==> src/design/ean13_pkg.sv <==
`default_nettype none
package ean13_pkg;

  // what follows the first segment of a digit
  localparam logic [1:0] EX_NONE    = 2'd0;
  localparam logic [1:0] EX_CENTER  = 2'd1;
  localparam logic [1:0] EX_CHK_END = 2'd2;
  localparam logic [1:0] EX_END     = 2'd3;

  localparam logic [6:0] EDGE_GUARD   = 7'b0000101;
  localparam logic [6:0] CENTER_GUARD = 7'b0001010;
  localparam logic [2:0] EDGE_COUNT   = 3'd3;
  localparam logic [2:0] CENTER_COUNT = 3'd5;
  localparam logic [2:0] DIGIT_COUNT  = 3'd7;

  localparam logic [3:0] LAST_POS  = 4'd12;
  localparam logic [3:0] CENTER_POS = 4'd6;
  localparam logic [3:0] CHECK_POS = 4'd11;

  // one digit's work as handed from front to back
  typedef struct packed {
    logic [6:0] seg0_modules;
    logic [2:0] seg0_count;
    logic       seg0_guard;
    logic [3:0] seg0_check;
    logic [1:0] extra;
    logic [3:0] check;
    logic       bad;
  } job_t;

  function automatic logic [6:0] code_l(input logic [3:0] d);
    logic [6:0] m;
    case (d)
      4'd0: m = 7'b0001101;
      4'd1: m = 7'b0011001;
      4'd2: m = 7'b0010011;
      4'd3: m = 7'b0111101;
      4'd4: m = 7'b0100011;
      4'd5: m = 7'b0110001;
      4'd6: m = 7'b0101111;
      4'd7: m = 7'b0111011;
      4'd8: m = 7'b0110111;
      4'd9: m = 7'b0001011;
      default: m = 7'b0000000;
    endcase
    return m;
  endfunction

  function automatic logic [6:0] code_g(input logic [3:0] d);
    logic [6:0] m;
    case (d)
      4'd0: m = 7'b0100111;
      4'd1: m = 7'b0110011;
      4'd2: m = 7'b0011011;
      4'd3: m = 7'b0100001;
      4'd4: m = 7'b0011101;
      4'd5: m = 7'b0111001;
      4'd6: m = 7'b0000101;
      4'd7: m = 7'b0010001;
      4'd8: m = 7'b0001001;
      4'd9: m = 7'b0010111;
      default: m = 7'b0000000;
    endcase
    return m;
  endfunction

  function automatic logic [6:0] code_r(input logic [3:0] d);
    logic [6:0] m;
    case (d)
      4'd0: m = 7'b1110010;
      4'd1: m = 7'b1100110;
      4'd2: m = 7'b1101100;
      4'd3: m = 7'b1000010;
      4'd4: m = 7'b1011100;
      4'd5: m = 7'b1001110;
      4'd6: m = 7'b1010000;
      4'd7: m = 7'b1000100;
      4'd8: m = 7'b1001000;
      4'd9: m = 7'b1110100;
      default: m = 7'b0000000;
    endcase
    return m;
  endfunction

  // g/l choice for digits 2..7, msb first, 1 is g
  function automatic logic [5:0] parity_sel(input logic [3:0] d);
    logic [5:0] p;
    case (d)
      4'd1: p = 6'b001011;
      4'd2: p = 6'b001101;
      4'd3: p = 6'b001110;
      4'd4: p = 6'b010011;
      4'd5: p = 6'b011001;
      4'd6: p = 6'b011100;
      4'd7: p = 6'b010101;
      4'd8: p = 6'b010110;
      4'd9: p = 6'b011010;
      default: p = 6'b000000;
    endcase
    return p;
  endfunction

  // values up to 39
  function automatic logic [3:0] mod_ten(input logic [5:0] v);
    logic [5:0] r;
    if (v >= 6'd30) begin
      r = v - 6'd30;
    end else if (v >= 6'd20) begin
      r = v - 6'd20;
    end else if (v >= 6'd10) begin
      r = v - 6'd10;
    end else begin
      r = v;
    end
    return r[3:0];
  endfunction

endpackage
`default_nettype wire

==> src/design/ean13_digit_if.sv <==
`default_nettype none
interface ean13_digit_if;
  logic       valid;
  logic       ready;
  logic [3:0] digit;

  modport source (output valid, output digit, input ready);
  modport sink (input valid, input digit, output ready);
endinterface
`default_nettype wire

==> src/design/ean13_segment_if.sv <==
`default_nettype none
interface ean13_segment_if;
  logic       valid;
  logic       ready;
  logic [6:0] modules;
  logic [2:0] module_count;
  logic       is_guard;
  logic [3:0] check_digit;
  logic       bad_digit;
  logic       last;

  modport source (
    output valid, output modules, output module_count, output is_guard,
    output check_digit, output bad_digit, output last, input ready
  );
  modport sink (
    input valid, input modules, input module_count, input is_guard,
    input check_digit, input bad_digit, input last, output ready
  );
endinterface
`default_nettype wire

==> src/design/ean13_front.sv <==
`default_nettype none
module ean13_front
  import ean13_pkg::*;
(
  input  wire logic   clk,
  input  wire logic   rst,
  input  wire logic   cfg_we,
  input  wire logic   cfg_wdata,
  ean13_digit_if.sink digits,
  input  wire logic   queue_full,
  output logic        push,
  output job_t        job
);

  logic       check_source;
  logic [3:0] position;
  logic [5:0] parity;
  logic [3:0] sum;

  logic [3:0] position_next;
  logic [5:0] parity_next;
  logic [3:0] sum_next;

  logic       bad;
  logic [3:0] d;
  logic [3:0] pos;
  logic [5:0] weighted;
  logic [3:0] sum_upd;
  logic [5:0] parity_shifted;
  logic       use_g;
  logic [3:0] computed_check;

  assign digits.ready = !queue_full;
  assign push         = digits.valid && !queue_full;

  assign bad      = digits.digit > 4'd9;
  assign d        = bad ? 4'd0 : digits.digit;
  assign pos      = (position > LAST_POS) ? 4'd0 : position;
  // weight 3 on odd positions
  assign weighted = pos[0] ? ({1'b0, d, 1'b0} + {2'b00, d}) : {2'b00, d};
  assign sum_upd  = mod_ten({2'b00, sum} + weighted);
  assign parity_shifted = parity >> (CENTER_POS - pos);
  assign use_g    = parity_shifted[0];
  assign computed_check = (sum_upd == 4'd0) ? 4'd0 : 4'd10 - sum_upd;

  always_comb begin
    job               = '0;
    job.bad           = bad;
    job.seg0_count    = DIGIT_COUNT;
    job.extra         = EX_NONE;
    position_next     = pos + 4'd1;
    parity_next       = parity;
    sum_next          = sum_upd;
    if (pos == 4'd0) begin
      job.seg0_modules = EDGE_GUARD;
      job.seg0_count   = EDGE_COUNT;
      job.seg0_guard   = 1'b1;
      parity_next      = parity_sel(d);
    end else if (pos <= CENTER_POS) begin
      job.seg0_modules = bad ? 7'd0 : (use_g ? code_g(d) : code_l(d));
      if (pos == CENTER_POS) begin
        job.extra = EX_CENTER;
      end
    end else if (pos == LAST_POS) begin
      // supplied check digit
      job.seg0_modules = bad ? 7'd0 : code_r(d);
      job.seg0_check   = d;
      job.check        = d;
      job.extra        = EX_END;
      position_next    = 4'd0;
      parity_next      = 6'd0;
      sum_next         = 4'd0;
    end else begin
      job.seg0_modules = bad ? 7'd0 : code_r(d);
      if (pos == CHECK_POS && !check_source) begin
        job.extra     = EX_CHK_END;
        job.check     = computed_check;
        position_next = 4'd0;
        parity_next   = 6'd0;
        sum_next      = 4'd0;
      end
    end
  end

  always_ff @(posedge clk) begin
    if (rst) begin
      check_source <= 1'b0;
      position     <= 4'd0;
      parity       <= 6'd0;
      sum          <= 4'd0;
    end else begin
      if (cfg_we) begin
        check_source <= cfg_wdata;
      end
      if (push) begin
        position <= position_next;
        parity   <= parity_next;
        sum      <= sum_next;
      end
    end
  end

endmodule
`default_nettype wire

==> src/design/ean13_queue.sv <==
`default_nettype none
module ean13_queue
  import ean13_pkg::*;
#(
  parameter int DEPTH = 2
) (
  input  wire logic clk,
  input  wire logic rst,
  input  wire logic push,
  input  wire job_t push_job,
  input  wire logic pop,
  output job_t      head,
  output logic      full,
  output logic      empty
);

  localparam int PTR_W = (DEPTH > 1) ? $clog2(DEPTH) : 1;
  localparam int CNT_W = $clog2(DEPTH + 1);

  job_t             slots [DEPTH];
  logic [PTR_W-1:0] wr_ptr;
  logic [PTR_W-1:0] rd_ptr;
  logic [CNT_W-1:0] count;

  assign full  = count == CNT_W'(DEPTH);
  assign empty = count == '0;
  assign head  = slots[rd_ptr];

  always_ff @(posedge clk) begin
    if (push) begin
      slots[wr_ptr] <= push_job;
    end
  end

  always_ff @(posedge clk) begin
    if (rst) begin
      wr_ptr <= '0;
      rd_ptr <= '0;
      count  <= '0;
    end else begin
      if (push) begin
        wr_ptr <= (wr_ptr == PTR_W'(DEPTH - 1)) ? '0 : wr_ptr + 1'b1;
      end
      if (pop) begin
        rd_ptr <= (rd_ptr == PTR_W'(DEPTH - 1)) ? '0 : rd_ptr + 1'b1;
      end
      if (push && !pop) begin
        count <= count + 1'b1;
      end else if (pop && !push) begin
        count <= count - 1'b1;
      end
    end
  end

endmodule
`default_nettype wire

==> src/design/ean13_back.sv <==
`default_nettype none
module ean13_back
  import ean13_pkg::*;
(
  input  wire logic        clk,
  input  wire logic        rst,
  input  wire job_t        head,
  input  wire logic        empty,
  output logic             pop,
  ean13_segment_if.source  segments
);

  logic [1:0] step;
  logic [1:0] last_step;
  logic       load;
  logic       fire;

  logic [6:0] seg_modules;
  logic [2:0] seg_count;
  logic       seg_guard;
  logic [3:0] seg_check;
  logic       seg_last;

  always_comb begin
    unique case (head.extra)
      EX_NONE:    last_step = 2'd0;
      EX_CENTER:  last_step = 2'd1;
      EX_END:     last_step = 2'd1;
      EX_CHK_END: last_step = 2'd2;
      default:    last_step = 2'd0;
    endcase
  end

  always_comb begin
    seg_modules = head.seg0_modules;
    seg_count   = head.seg0_count;
    seg_guard   = head.seg0_guard;
    seg_check   = head.seg0_check;
    seg_last    = 1'b0;
    if (step != 2'd0) begin
      if (head.extra == EX_CENTER) begin
        seg_modules = CENTER_GUARD;
        seg_count   = CENTER_COUNT;
        seg_guard   = 1'b1;
        seg_check   = 4'd0;
      end else if (head.extra == EX_CHK_END && step == 2'd1) begin
        seg_modules = code_r(head.check);
        seg_count   = DIGIT_COUNT;
        seg_guard   = 1'b0;
        seg_check   = head.check;
      end else begin
        // end guard
        seg_modules = EDGE_GUARD;
        seg_count   = EDGE_COUNT;
        seg_guard   = 1'b1;
        seg_check   = head.check;
        seg_last    = 1'b1;
      end
    end
  end

  assign load = !segments.valid || segments.ready;
  assign fire = !empty && load;
  assign pop  = fire && (step == last_step);

  always_ff @(posedge clk) begin
    if (rst) begin
      step           <= 2'd0;
      segments.valid <= 1'b0;
    end else begin
      if (fire) begin
        segments.valid <= 1'b1;
        step           <= (step == last_step) ? 2'd0 : step + 2'd1;
      end else if (segments.ready) begin
        segments.valid <= 1'b0;
      end
    end
  end

  always_ff @(posedge clk) begin
    if (fire) begin
      segments.modules      <= seg_modules;
      segments.module_count <= seg_count;
      segments.is_guard     <= seg_guard;
      segments.check_digit  <= seg_check;
      segments.bad_digit    <= head.bad;
      segments.last         <= seg_last;
    end
  end

endmodule
`default_nettype wire

==> src/design/ean13_module_encoder.sv <==
`default_nettype none
// channel     | dir | handshake     | payload
// ------------+-----+---------------+------------------------------------------------
// digits      | in  | valid / ready | digit[3:0]
// segments    | out | valid / ready | modules[6:0], module_count[2:0], is_guard,
//             |     |               | check_digit[3:0], bad_digit, last
// cfg         | in  | cfg_we        | cfg_wdata = check_source
//
// a digit taken on its handshake gives one to three segments, which leave one
// a cycle through the output register while the sink is ready; the back pops
// a digit's job only once its last segment has been sent
// the first segment of a digit passes through a queue slot, then the output register
// reset is synchronous; digit position, parity, sum and check_source go to zero
// digits keep flowing while segments stall until the job queue fills
module ean13_module_encoder
  import ean13_pkg::*;
#(
  parameter int QUEUE_DEPTH = 2  // job slots between front and back, 2..8
) (
  input  wire logic       clk,
  input  wire logic       rst,
  input  wire logic       cfg_we,
  input  wire logic       cfg_wdata,
  ean13_digit_if.sink     digits,
  ean13_segment_if.source segments
);

  // front: tracks position, parity pattern and weighted sum, looks up codes
  job_t push_job;
  logic push;
  job_t head;
  logic pop;
  logic full;
  logic empty;

  ean13_front u_front (
    .clk        (clk),
    .rst        (rst),
    .cfg_we     (cfg_we),
    .cfg_wdata  (cfg_wdata),
    .digits     (digits),
    .queue_full (full),
    .push       (push),
    .job        (push_job)
  );

  // short job queue so either side may stall on its own
  ean13_queue #(
    .DEPTH (QUEUE_DEPTH)
  ) u_queue (
    .clk      (clk),
    .rst      (rst),
    .push     (push),
    .push_job (push_job),
    .pop      (pop),
    .head     (head),
    .full     (full),
    .empty    (empty)
  );

  // back: expands each job into its segments, one per cycle while the sink is ready
  ean13_back u_back (
    .clk      (clk),
    .rst      (rst),
    .head     (head),
    .empty    (empty),
    .pop      (pop),
    .segments (segments)
  );

endmodule
`default_nettype wire
==> src/flat_wrapper.sv <==
// flat-port wrapper written by rule: the top's interface ports become plain ports
module ean13_module_encoder_flat import ean13_pkg::*;
#(
  parameter int QUEUE_DEPTH = 2                                           
)
  (clk, rst, cfg_we, cfg_wdata, digits_valid, digits_digit, digits_ready, segments_valid, segments_modules, segments_module_count, segments_is_guard, segments_check_digit, segments_bad_digit, segments_last, segments_ready);
  ean13_digit_if digits_i ();
  ean13_segment_if segments_i ();
  input  wire logic clk;
  input  wire logic rst;
  input  wire logic cfg_we;
  input  wire logic cfg_wdata;
  input wire logic [$bits(digits_i.valid)-1:0] digits_valid;
  input wire logic [$bits(digits_i.digit)-1:0] digits_digit;
  output wire logic [$bits(digits_i.ready)-1:0] digits_ready;
  output wire logic [$bits(segments_i.valid)-1:0] segments_valid;
  output wire logic [$bits(segments_i.modules)-1:0] segments_modules;
  output wire logic [$bits(segments_i.module_count)-1:0] segments_module_count;
  output wire logic [$bits(segments_i.is_guard)-1:0] segments_is_guard;
  output wire logic [$bits(segments_i.check_digit)-1:0] segments_check_digit;
  output wire logic [$bits(segments_i.bad_digit)-1:0] segments_bad_digit;
  output wire logic [$bits(segments_i.last)-1:0] segments_last;
  input wire logic [$bits(segments_i.ready)-1:0] segments_ready;
  assign digits_i.valid = digits_valid;
  assign digits_i.digit = digits_digit;
  assign digits_ready = digits_i.ready;
  assign segments_valid = segments_i.valid;
  assign segments_modules = segments_i.modules;
  assign segments_module_count = segments_i.module_count;
  assign segments_is_guard = segments_i.is_guard;
  assign segments_check_digit = segments_i.check_digit;
  assign segments_bad_digit = segments_i.bad_digit;
  assign segments_last = segments_i.last;
  assign segments_i.ready = segments_ready;
  ean13_module_encoder #(.QUEUE_DEPTH(QUEUE_DEPTH)) u_core (.clk(clk), .rst(rst), .cfg_we(cfg_we), .cfg_wdata(cfg_wdata), .digits(digits_i), .segments(segments_i));
endmodule
==> config.mk <==
export PLATFORM = sky130hd
export DESIGN_NAME = ean13_module_encoder_flat
export DESIGN_NICKNAME = d
export VERILOG_FILES = /design/src/design/ean13_pkg.sv /design/src/design/ean13_digit_if.sv /design/src/design/ean13_segment_if.sv /design/src/design/ean13_front.sv /design/src/design/ean13_queue.sv /design/src/design/ean13_back.sv /design/src/design/ean13_module_encoder.sv /design/src/flat_wrapper.sv
export SDC_FILE = /design/constraint.sdc
export NUM_CORES = 1
export LEC_CHECK = 0
export BUFFER_PORTS_ARGS = -buffer_cell sky130_fd_sc_hd__buf_4
export CAP_MARGIN = 20
export CORE_MARGIN = 5
export CORE_UTILIZATION = 45
export DETAILED_ROUTE_END_ITERATION = 8
export PLACE_DENSITY_LB_ADDON = 0.3
export SLEW_MARGIN = 15
export SYNTH_ARGS = -nofsm -noshare
export SYNTH_HDL_FRONTEND = slang
export SYNTH_HIERARCHICAL = 1
export SYNTH_SLANG_ARGS = --single-unit
==> constraint.sdc <==
create_clock -name clk -period 10.6 [get_ports clk]
set_input_delay 0.53 -clock clk [delete_from_list [all_inputs] [get_ports clk]]
set_output_delay 0.53 -clock clk [all_outputs]
set_load 0.005 [all_outputs]
==> results.txt <==
- The worst setup path is captured at a flop.
* Chip Width: roughly 120 um
* Multiplexer share of the synthesized area: 0.0844
- The number of global-route vias before repair came to roughly 3600.
- Xor and xnor fraction of the mapped netlist area: 0.0172
* Vias: approximately 3600
* Site Rows: 38
* Post-route design area: between 5000 and 6000 sq um
* First-pass iteration count of the detailed router: 4
- Count of flip-flops with a built-in enable after synthesis: 61
- Of the total synthesized cell area, the portion taken by full adders, half adders and majority gates is 0.0987.
- The critical path in this run is classified as in -> reg.
- Clock Latency Late Sink: between 0.3 and 0.4 ns
* CTS tree: built
* Synthesis warning total: 6
* Hold Violations, Final: 0
- Pin placement for this block handled 29 I/O pins.
* WL/cell: 15.6 um
- After clock tree synthesis, the clock-pin slew on the worst setup and hold paths is 0.06 ns.
- The number of hold buffers added after CTS was 0.
- Via-per-instance ratio: 5.42
- Library cell contributing the largest single delay on the critical path: sky130_fd_sc_hd__xor2_1
* Placed Area: about 5400 sq um
* Crit-path max cell delay: around 0.45 ns
- Data arrival time of the critical path: about 5.5 ns
- Number of max-capacitance violations reported: 0
- Syn Area/Cell: roughly 10 sq um
- Counting distinct cell types in the post-synthesis netlist gives 72.
* Post-layout power: 1.55 mW
* Ordered cell list for the critical path: buf_4 -> o21ai_0 -> nand2_1 -> inv_1 -> ha_1 -> fa_1 -> nand2_1 -> o21ai_0 -> ha_1 -> xor2_1 -> inv_1 -> ha_1 -> and3_1 -> a311oi_1 -> nor3_2 -> a21o_1 -> a22o_1 -> inv_1 -> ha_1 -> inv_1 -> nand2_1 -> a2111oi_4 -> a211o_1
- The fraction of the mapped netlist area in compound gates is 0.160.
- Post-layout nets: around 560
* Final-report max-slew violation count: 0
* Path category of the worst min-delay check: in -> reg
- The core region is about 11000 sq um.
* Areal power density over the cells: roughly 270 nW/um^2
- No sink is reached through more buffers than the 2 on the longest clock path.
* Setup_tns: 0 ns
* Post-synth ARST share: 0
- Diode count: 0
- In this run the tool buffered the top-level ports with 28 buffer cells.
- Footprint of the multi-input gates: roughly 2600 sq um
* Static leakage power: between 2 and 2.5 nW
* Biggest area consumer among synthesized cells: sky130_fd_sc_hd__edfxtp_1
- After global routing the overflow that remains totals 0.
* HPWL after detailed placement: ~7400 um
- For this run, design rule violations remaining after detail routing come to 0.
* Total track usage: 0.163
- Cell class contributing the biggest share of worst-path delay: compound AO/OA/AOI/OAI gates
- Setup violations remaining at the end of the flow were counted as 0.
- Excluding fillers, the count of instances in the completed layout stands at ~660.
* Maximum ir drop on the vdd rail: about 0.00015 V
* Flip-flop cell with the highest count after synthesis: sky130_fd_sc_hd__edfxtp_1
* Top post-synthesis cells by area: sky130_fd_sc_hd__edfxtp_1, sky130_fd_sc_hd__ha_1, sky130_fd_sc_hd__dfxtp_1
- The congestion estimate from routability-driven global placement came to 0.867.
- Maximum net fanout on the critical path: 12
- # resized after CTS: 0
- Footprint of the flip-flops and latches: approximately 2300 sq um
- Max_slew headroom: 0.323
* Outcome: finished clean
- Counting the fill cells in the layout gives roughly 970.
* Area added between synthesis and finish: 13.4%
- Sequential share of the synthesized area: 0.446
- Fmax: about 180 MHz
- Of the post-synthesis cell area, the dominant cell type holds 0.359.
- From bottom edge to top edge, the die measures about 120 um.
- Count leader, synth: sky130_fd_sc_hd__edfxtp_1
- The H-tree was split into 3 levels.
- After synthesis the netlist holds a flip-flop and latch count of just over 80.
- Least-Margin Pin Slew: just over 1 ns
* Setup slack at placement: roughly 5 ns
- Final setup skew: 0.00887 ns
- Counting every sink on the clock net gives 83.
* Part of the cycle the worst path needs: 0.511
- Once detail routing completed, the nets flagged for antenna violations numbered 0.
* Ranking of synthesized cells by instance count: sky130_fd_sc_hd__edfxtp_1, sky130_fd_sc_hd__nor2_1, sky130_fd_sc_hd__ha_1, sky130_fd_sc_hd__inv_1, sky130_fd_sc_hd__nand2_1
* Post-Syn Instances: roughly 490
* Number of buffers added by the clock tree synthesis step: 9
* Initial antenna violation count: 0
- Post-CTS setup repair buffer count: 0
- RSZ-0062 raised after global routing: false
* Combined buffer and inverter count along the critical path: 5
* Required time of the critical path: 10.69 ns
- The initial utilization of the core area, before any placement, comes to 0.464.
- Startpoint type of the worst setup path: input port
* Number of placed cells counting well taps: ~640
* First-pass GRT wire length: between 15000 and 20000 um
- Reg2Reg Depth: 19
- Dominant combinational cell family by area after synthesis: compound AO/OA/AOI/OAI gates
- Number of stages on the worst setup path: 23
- Total Routed Length: 10300 um
- The tree is rooted in a sky130_fd_sc_hd__clkbuf_16.
- Area fraction in and, or, nand and nor cells after synthesis: 0.142
- Hold is met by approximately 0.43 ns.
* Time the worst path needs with I/O delays and setup: roughly 5.4 ns
- Share of cells above drive strength 1: 0.170
* Final cell utilization of the core: 0.526
- The detailed router finished its first iteration with about 310 violations.
- Cell area after synthesis: 5100 sq um
- The worst hold path was traced through 3 stages.
- Largest net degree at the start of global routing: 28
- After layout, the worst setup slack is 5.19 ns.
* Die ar.: approximately 14000 sq um
-- logic make-up after synthesis --
group | count (synthesis)
compound gates | 115
xor+xnor | 10
fa+ha+maj | 39
buf+inv | 60
flops | 83
mux | 38
other cells | 1
simple gates | 147
-- layout by cell type, fill, tap and decap left out, types with 2 or more instances in the layout --
master                      instances
sky130_fd_sc_hd__nand4bb_1          2
sky130_fd_sc_hd__a211o_1            2
sky130_fd_sc_hd__fa_1               2
sky130_fd_sc_hd__edfxtp_1          61
sky130_fd_sc_hd__mux2i_1           10
sky130_fd_sc_hd__nand2b_1           7
sky130_fd_sc_hd__conb_1             2
sky130_fd_sc_hd__or3_1              3
sky130_fd_sc_hd__a21boi_1           2
sky130_fd_sc_hd__a211oi_1           9
sky130_fd_sc_hd__o21ai_1            3
sky130_fd_sc_hd__o21ai_0           23
sky130_fd_sc_hd__a21oi_1           32
sky130_fd_sc_hd__xor2_1             7
sky130_fd_sc_hd__nand4_1            3
sky130_fd_sc_hd__nor2_1            57
sky130_fd_sc_hd__nor3_1             9
sky130_fd_sc_hd__and3_1             3
sky130_fd_sc_hd__buf_4             29
sky130_fd_sc_hd__o21bai_1           2
sky130_fd_sc_hd__nor2b_1            8
sky130_fd_sc_hd__bufinv_16          5
sky130_fd_sc_hd__o2111ai_1          2
sky130_fd_sc_hd__nand3b_1           2
sky130_fd_sc_hd__nand2_1           34
sky130_fd_sc_hd__dfxtp_1           22
sky130_fd_sc_hd__and2_1             5
sky130_fd_sc_hd__inv_1             37
sky130_fd_sc_hd__a2111oi_4          2
sky130_fd_sc_hd__ha_1              37
sky130_fd_sc_hd__a21o_1             6
sky130_fd_sc_hd__o31ai_1            8
sky130_fd_sc_hd__mux2_2            26
sky130_fd_sc_hd__clkbuf_16          9
sky130_fd_sc_hd__nor3b_1            2
sky130_fd_sc_hd__nor3_2             2
sky130_fd_sc_hd__xnor2_1            3
sky130_fd_sc_hd__a22oi_1            5
-- state kept, by name, indices dropped and copies added, names as in the netlist, named ones only --
| register | flops |
|---|---|
| u_core/u_queue/count | 2 |
| u_core/u_back/segments.is_guard | 1 |
| u_core/u_back/segments.module_count | 3 |
| u_core/u_back/segments.modules | 7 |
| u_core/u_queue/rd_ptr | 1 |
| u_core/u_back/segments.bad_digit | 1 |
| u_core/u_queue/slots | 44 |
| u_core/u_back/step | 2 |
| u_core/u_back/segments.check_digit | 4 |
| u_core/u_back/segments.valid | 1 |
| u_core/u_queue/wr_ptr | 1 |
| u_core/u_front/position | 4 |
| u_core/u_front/sum | 4 |
| u_core/u_front/parity | 5 |
| u_core/u_front/check_source | 1 |
| u_core/u_back/segments.last | 1 |
-- metal layers --
metal / track usage / wire length [um] / up-vias
met1: 0.191 / 4400 / 1677
met3: 0.0358 / 459 / 20
met4: 0.0828 / 292 / 0
met5: 0 / 0 / -
li1: - / - / 1807
met2: 0.281 / 5110 / 67
-- area by class of cell --
class                   instances  share of cell area
multi-input cells             351               0.444
repair buffers                 30              0.0403
clock buffers                   9              0.0390
flip-flops and latches         83               0.393
inverters                      39              0.0253
clock inverters                 7              0.0283
well taps                     140              0.0303
-- power by group --
part | internal [mW] | total (mW) | switching, mW
sequential | 0.466 | 0.514 | 0.0481
clock | 0.278 | 0.401 | 0.123
combinational | 0.280 | 0.635 | 0.355
-- path summary, 6_finish.rpt --
path / slack (ns) / startpoint / to
setup / recovery: 5.19 / digits_digit[2] / u_core/u_queue/slots[0][4]$_DFFE_PP_
hold / removal: 0.43 / cfg_wdata / u_core/u_front/check_source$_SDFFE_PP0P_
setup reg to reg: 5.81 / u_core/u_front/position[2]$_SDFFE_PP0P_ / u_core/u_queue/slots[0][4]$_DFFE_PP_
hold reg to reg: 0.48 / u_core/u_front/parity[4]$_SDFFE_PP0P_ / u_core/u_front/parity[4]$_SDFFE_PP0P_
-- tightest hold or removal path, stage by stage --
cell and delay [ns]:
sky130_fd_sc_hd__buf_4 0.08, sky130_fd_sc_hd__mux2i_1 0.05, sky130_fd_sc_hd__nor2_1 0.07
No activity file was read; power rests on OpenSTA's default activity.
